--- src/rtl/gms_pkg.sv ---
`default_nettype none

package gms_pkg;

   // remote command codes
   localparam logic [1:0] CMD_NONE         = 2'd0;
   localparam logic [1:0] CMD_TOGGLE_OPEN  = 2'd1;
   localparam logic [1:0] CMD_TOGGLE_CLOSE = 2'd2;
   localparam logic [1:0] CMD_STATUS       = 2'd3;

   // motor drive codes
   localparam logic [1:0] DRIVE_STOP  = 2'd0;
   localparam logic [1:0] DRIVE_LEFT  = 2'd1;
   localparam logic [1:0] DRIVE_RIGHT = 2'd2;

   typedef enum logic [2:0] {
      SCR_NONE      = 3'd0,
      SCR_WAIT      = 3'd1,
      SCR_EMPTY     = 3'd2,
      SCR_OPENED    = 3'd3,
      SCR_CLOSED    = 3'd4,
      SCR_OPEN      = 3'd5,
      SCR_CLOSE     = 3'd6,
      SCR_EMERGENCY = 3'd7
   } screen_type;

   // packed so that open_request lands on bit 0 of the status report
   typedef struct packed {
      logic dir_right;
      logic dir_left;
      logic running;
      logic wait_flag;
      logic press_latch;
      logic close_request;
      logic open_request;
   } flags_type;

   typedef struct packed {
      flags_type flags;
      logic      halt_latch;
   } state_type;

   typedef struct packed {
      logic       emergency;
      logic       presence_1;
      logic       presence_2;
      logic       button_open;
      logic       button_close;
      logic       endstop_open;
      logic       endstop_close;
      logic [1:0] remote_command;
   } req_type;

   typedef struct packed {
      logic [1:0] drive_dir;
      logic       halted;
      screen_type screen;
      logic       report_request;
      logic [6:0] flags_report;
   } rsp_type;

endpackage

`default_nettype wire

--- src/rtl/gms_step.sv ---
`default_nettype none

module gms_step (
   input  var gms_pkg::state_type state,
   input  var gms_pkg::req_type   req,
   output var gms_pkg::state_type state_next,
   output var gms_pkg::rsp_type   rsp
);
   import gms_pkg::*;

   flags_type  f;
   screen_type scr;
   logic       halt;
   logic       present;
   logic       report;
   logic [1:0] drive;

   always_comb begin
      f       = state.flags;
      scr     = SCR_NONE;
      report  = 1'b0;
      drive   = DRIVE_STOP;
      halt    = state.halt_latch | req.emergency;
      present = req.presence_1 | req.presence_2;

      if (!halt) begin
         // presence sensors
         if (present && !f.wait_flag) begin
            f.wait_flag = 1'b1;
            scr         = SCR_WAIT;
         end
         if (!present && f.wait_flag) begin
            f.wait_flag = 1'b0;
         end

         // buttons through the press latch
         if (f.open_request && f.close_request) begin
            f.open_request  = 1'b0;
            f.close_request = 1'b0;
         end
         if (!req.button_open && !req.button_close && f.press_latch) begin
            f.press_latch = 1'b0;
         end
         if (req.button_open && !f.press_latch) begin
            f.press_latch  = 1'b1;
            f.open_request = ~f.open_request;
         end
         if (req.button_close && !f.press_latch) begin
            f.press_latch   = 1'b1;
            f.close_request = ~f.close_request;
         end

         // end stops
         if (!req.endstop_open && !req.endstop_close && !f.wait_flag && !f.running) begin
            scr = SCR_EMPTY;
         end
         if (req.endstop_open && !req.endstop_close && !f.wait_flag && !f.running
             && !f.dir_right) begin
            scr = SCR_OPENED;
         end
         if (!req.endstop_open && req.endstop_close && !f.wait_flag && !f.running
             && !f.dir_left) begin
            scr = SCR_CLOSED;
         end
         if (req.endstop_open) begin
            f.open_request = 1'b0;
         end
         if (req.endstop_close) begin
            f.close_request = 1'b0;
         end

         // motor start, pause and stop
         if (f.open_request && !f.wait_flag && !f.running) begin
            f.running   = 1'b1;
            f.dir_left  = 1'b1;
            f.dir_right = 1'b0;
            scr         = SCR_OPEN;
         end
         if (f.close_request && !f.wait_flag && !f.running) begin
            f.running   = 1'b1;
            f.dir_left  = 1'b0;
            f.dir_right = 1'b1;
            scr         = SCR_CLOSE;
         end
         if ((f.open_request || f.close_request) && f.wait_flag && f.running) begin
            f.running = 1'b0;
            scr       = SCR_WAIT;
         end
         if (!f.open_request && !f.close_request && !f.wait_flag && f.running) begin
            f.running   = 1'b0;
            f.dir_left  = 1'b0;
            f.dir_right = 1'b0;
         end
         if (!f.open_request && !f.close_request && f.wait_flag
             && (f.dir_left || f.dir_right)) begin
            f.wait_flag = 1'b0;
            f.running   = 1'b0;
            f.dir_left  = 1'b0;
            f.dir_right = 1'b0;
         end

         // remote command
         unique case (req.remote_command)
            CMD_TOGGLE_OPEN:  f.open_request  = ~f.open_request;
            CMD_TOGGLE_CLOSE: f.close_request = ~f.close_request;
            CMD_STATUS:       report = 1'b1;
            CMD_NONE:         ;
            default:          ;
         endcase

         if (f.running && f.dir_left) begin
            drive = DRIVE_LEFT;
         end else if (f.running && f.dir_right) begin
            drive = DRIVE_RIGHT;
         end
      end else begin
         scr = SCR_EMERGENCY;
      end

      state_next.flags      = f;
      state_next.halt_latch = halt;

      rsp.drive_dir      = drive;
      rsp.halted         = halt;
      rsp.screen         = scr;
      rsp.report_request = report;
      rsp.flags_report   = f;
   end

endmodule

`default_nettype wire

--- src/rtl/gate_motion_sequencer.sv ---
// gate motion sequencer: one request is one pass of the gate control loop
//
// req channel: req_item carries the debounced emergency, presence sensor,
//   button and end-stop levels plus a decoded remote command. a request is
//   taken on a rising edge with req_valid high and req_stall low.
// rsp channel: each request gives exactly one rsp_item (drive direction,
//   halt, screen chosen, report request and the flag word after the pass),
//   taken on a rising edge with rsp_valid high and rsp_stall low.
// response: registered, and presented in the cycle after its request is taken.
// throughput: one request per cycle while no response is held by rsp_stall;
//   the whole pass is a single combinational step between the state flops and the response register.
// stall: while a response is held by rsp_stall the response register is
//   full, so req_stall is raised; it drops in the cycle the response goes.
// reset: synchronous, active high; clears all gate flags, the halt latch and
//   the response valid. an emergency halt is only left through reset.
`default_nettype none

module gate_motion_sequencer (
   input  var logic             clock,
   input  var logic             reset,
   input  var logic             req_valid,
   output var logic             req_stall,
   input  var gms_pkg::req_type req_item,
   output var logic             rsp_valid,
   input  var logic             rsp_stall,
   output var gms_pkg::rsp_type rsp_item
);
   import gms_pkg::*;

   state_type state_ff;
   state_type state_in;
   rsp_type   rsp_ff;
   rsp_type   rsp_in;
   logic      rsp_valid_ff;
   logic      rsp_valid_in;
   logic      req_accept;

   gms_step u_step (
      .state      (state_ff),
      .req        (req_item),
      .state_next (state_in),
      .rsp        (rsp_in)
   );

   assign req_stall  = rsp_valid_ff & rsp_stall;
   assign req_accept = req_valid & ~req_stall;

   always_comb begin
      rsp_valid_in = rsp_valid_ff;
      if (req_accept) begin
         rsp_valid_in = 1'b1;
      end else if (!rsp_stall) begin
         rsp_valid_in = 1'b0;
      end
   end

   always_ff @(posedge clock) begin
      if (reset) begin
         state_ff     <= '0;
         rsp_valid_ff <= 1'b0;
      end else begin
         rsp_valid_ff <= rsp_valid_in;
         if (req_accept) begin
            state_ff <= state_in;
         end
      end
   end

   always_ff @(posedge clock) begin
      if (req_accept) begin
         rsp_ff <= rsp_in;
      end
   end

   assign rsp_valid = rsp_valid_ff;
   assign rsp_item  = rsp_ff;

`ifndef SYNTHESIS
   a_halt_sticky: assert property (@(posedge clock) disable iff (reset)
      state_ff.halt_latch |=> state_ff.halt_latch)
      else $error("halt latch dropped without reset");

   a_halt_drive_off: assert property (@(posedge clock) disable iff (reset)
      rsp_valid_ff && rsp_ff.halted |-> rsp_ff.drive_dir == DRIVE_STOP
                                        && rsp_ff.screen == SCR_EMERGENCY)
      else $error("halted response still drives the motor");

   a_run_has_dir: assert property (@(posedge clock) disable iff (reset)
      state_ff.flags.running |-> (state_ff.flags.dir_left || state_ff.flags.dir_right))
      else $error("running with no direction set");

   a_accept_gives_rsp: assert property (@(posedge clock) disable iff (reset)
      req_accept |=> rsp_valid_ff)
      else $error("accepted request produced no response");
`endif

endmodule

`default_nettype wire
--- config.mk ---
export PLATFORM = sky130hd
export DESIGN_NAME = gate_motion_sequencer
export DESIGN_NICKNAME = d
export VERILOG_FILES = /design/src/rtl/gms_pkg.sv /design/src/rtl/gms_step.sv /design/src/rtl/gate_motion_sequencer.sv
export SDC_FILE = /design/constraint.sdc
export NUM_CORES = 1
export LEC_CHECK = 0
export BUFFER_PORTS_ARGS = -buffer_cell sky130_fd_sc_hd__buf_2
export CAP_MARGIN = 30
export CORE_MARGIN = 5
export CORE_UTILIZATION = 24
export CTS_CLUSTER_DIAMETER = 40
export CTS_CLUSTER_SIZE = 28
export DETAILED_ROUTE_END_ITERATION = 8
export GPL_ROUTABILITY_DRIVEN = 0
export SLEW_MARGIN = 20
export SYNTH_ARGS = -nofsm -noshare
export SYNTH_HDL_FRONTEND = slang
export SYNTH_SLANG_ARGS = --single-unit
export TNS_END_PERCENT = 10
--- constraint.sdc ---
create_clock -name clock -period 2.77 [get_ports clock]
set_input_delay 0.1385 -clock clock [delete_from_list [all_inputs] [get_ports clock]]
set_output_delay 0.1385 -clock clock [all_outputs]
set_load 0.02 [all_outputs]
==> results.toml <==
[layout]
fill_cells = 514
finish.utilization_pct = 30.6
nets = 156
area_growth_pct = 23.7
antennaDiodeCount = 0
drive_gt1_share_pct = 31.0

[sta]
timing.hold.ws_ps = 92.1
worstMarginPinSlew_ps = 592
rsz0062_at_grt = "false"
finClkSkew_ps = 6.86
clock.fmax_mhz = 585
slew_violations = 0
setup_viol = 0
slew_headroom_pct = 60.3
timing.final.hold_violations = 0
period_needed_ps = 1710
finalCritPeriodShare_pct = 61.7
finalSetupTns_ps = 0

[yosys]
syn_nets = 123
postSynth.asyncResetShare_pct = 0
synth_edf_count = 14
ys_ff_latch = 23
synth_warnings = 0
syn-cell-area_sq_mm = 0.00117
yosysTopAreaCell = "edfxtp_1"
synth_top_area_share_pct = 36.0
ys_seq_area_share_pct = 51.4
yosysMostFrequentCell = "edfxtp_1"
synth.area.top_cells = "edfxtp_1, dfxtp_1, nor2_1, a21oi_1, xnor2_1"
synth_cell_types = 40
syn_inst = 110
yosys-top-cells-count = "edfxtp_1, nor2_1, dfxtp_1, nand2_1, a21oi_1"
ys.flop_type = "edfxtp_1"
synth_area_per_cell_sq_um = 10.6

[routing]
dr.pass1.iters = 4
drc = 0
post_drt_wl_per_cell_microns = 13.1
post_drt_via_cell_ratio = 4.53
routed_wl_mm = 2.74
ant_nets = 0
vias = 946
drt_iter0_drc = 30

[critical_path]
cp_data_required_time_ps = 2790
end_kind = "flip-flop"
critPathMaxFanout = 7
crit_path_cell_trace = "and2b_1 > xnor2_2 > nor2_2 > o31a_1 > o221a_1"
path_class = "flip-flop to flip-flop"
slowest_stage = "dfxtp_1"
crit_start = "state_ff[2]"
critPathMaxStageDelay_ps = 360
cp.arrival_ps = 1730
critPathLaunchType = "flip-flop"
reg2reg_from = "state_ff[2]"

[clock_network]
cts_tree = "done"
cts_hold_buf = 0
cts_root_buffer = "clkbuf_8"
worstSkewPairLatency_ps = 270
cts.clk_slew.worst_paths_ps = 80
clkSinkCount = 23
cts_buffers = 3
ctsResizeCount = 0
cts_setup_buffers = 0
clk_path_buf_depth = 2
htree_levels = 1

[placed_design]
hpwl_mm = 2.09
io_buffers = 28

[outcome]
status = "completed"

[die]
coreArea_sq_mm = 0.00472
die_x_microns = 79.8
die_area_sq_mm = 0.00636
start_util_pct = 24.7
die_y_microns = 79.8
rows = 25
ios = 29

[min_path]
worstHoldStart = "req_valid"
hp-class = "input pin to flip-flop"

[power_and_ir_drop]
power.density_mw_per_mm2 = 527
p_leak_nw = 0.558
p_total_mw = 0.761
pwr-share-seq_pct = 52.0
p_int_mw = 0.545
switching_share_pct = 28.5
power_frac_comb_pct = 20.2
p_clk_share_pct = 27.8
switchingPower_mw = 0.217
ir_drop_v = 0.000143

[global_route]
grt_start_max_net_pins = 13
antenna_found_initial = 0
overflow = 0
grt_pass1_wl_mm = 4.70
grt.total_usage_pct = 9.50
grt_pass1_vias = 949

[flow_run]
cap_violations = 0
final cells by class:
| cell class | count | area, sq um | share of cell area, % |
|---|---|---|---|
| clock buffers | 4 | 45.0 | 3.12 |
| flip-flops and latches | 23 | 601 | 41.6 |
| well taps | 67 | 83.8 | 5.80 |
| inverters | 3 | 11.3 | 0.779 |
| multi-input cells | 82 | 549 | 38.0 |
| repair buffers | 30 | 155 | 10.7 |
sequential cells by signal (all words and copies together), names as in the netlist:
signal	count
rsp_item	14
state_ff	8
rsp_valid	1
metrics by stage:
step	instance area, sq um	cells	setup WS (ps)
2_1_floorplan	1170	110	944
3_3_place_gp	1400	205	1100
3_5_place_dp	1400	205	1070
4_1_cts	1450	209	1050
5_1_grt	1450	209	911
6_report	1450	209	1060
logic make-up (layout without fill, tap and decap cells):
kind of cell / Yosys count / after routing / synth area share, %
muxes: 1 / 1 / 0.857
AOI/OAI and AO/OA: 35 / 35 / 23.0
buffers and inverters: 5 / 37 / 1.61
and+or+nand+nor: 41 / 41 / 18.7
xor gates and xnor gates: 5 / 5 / 4.39
DFF: 23 / 23 / 51.4
routing by layer:
metal / vias up / routed length, microns / global-route usage (%)
li1: 476 / - / -
met5: - / 0 / 0
met4: 0 / 72 / 5.57
met1: 445 / 1220 / 11.6
met2: 20 / 1320 / 15.4
met3: 5 / 134 / 1.92
worst paths after layout:
kind                      end  slack, ps  cells past startpoint
hold reg to reg   state_ff[0]        480                      2
hold / removal      rsp_valid         90                      2
setup / recovery  rsp_item[6]       1060                      5
setup reg to reg  rsp_item[6]       1060                      5
worst max-delay path, delay by kind of cell, from the launching register on:
kind                      cells  cell delay, ps
DFF                           1             360
AOI/OAI and AO/OA             2             540
xor gates and xnor gates      1             230
and+or+nand+nor               2             340
power groups by stage:
stage               Clock [mW]  Sequential, mW  Combinational, mW
floorplan                    0           0.423             0.0826
global placement             0           0.404              0.154
detailed placement           0           0.404              0.155
CTS                      0.218           0.396              0.156
global route             0.232           0.399              0.169
finish                   0.212           0.396              0.154
layout by cell type (no fill, tap or decap), types with 3 or more instances in the layout:
cell type	count
nand2_1	9
nor2_1	11
o21ai_0	4
nand3_1	3
buf_2	28
nor2b_1	3
o21ai_1	5
inv_1	3
clkbuf_8	3
a31oi_1	3
xnor2_1	4
a21oi_1	7
edfxtp_1	14
dfxtp_1	9
Power figures use the tool's default switching activity.
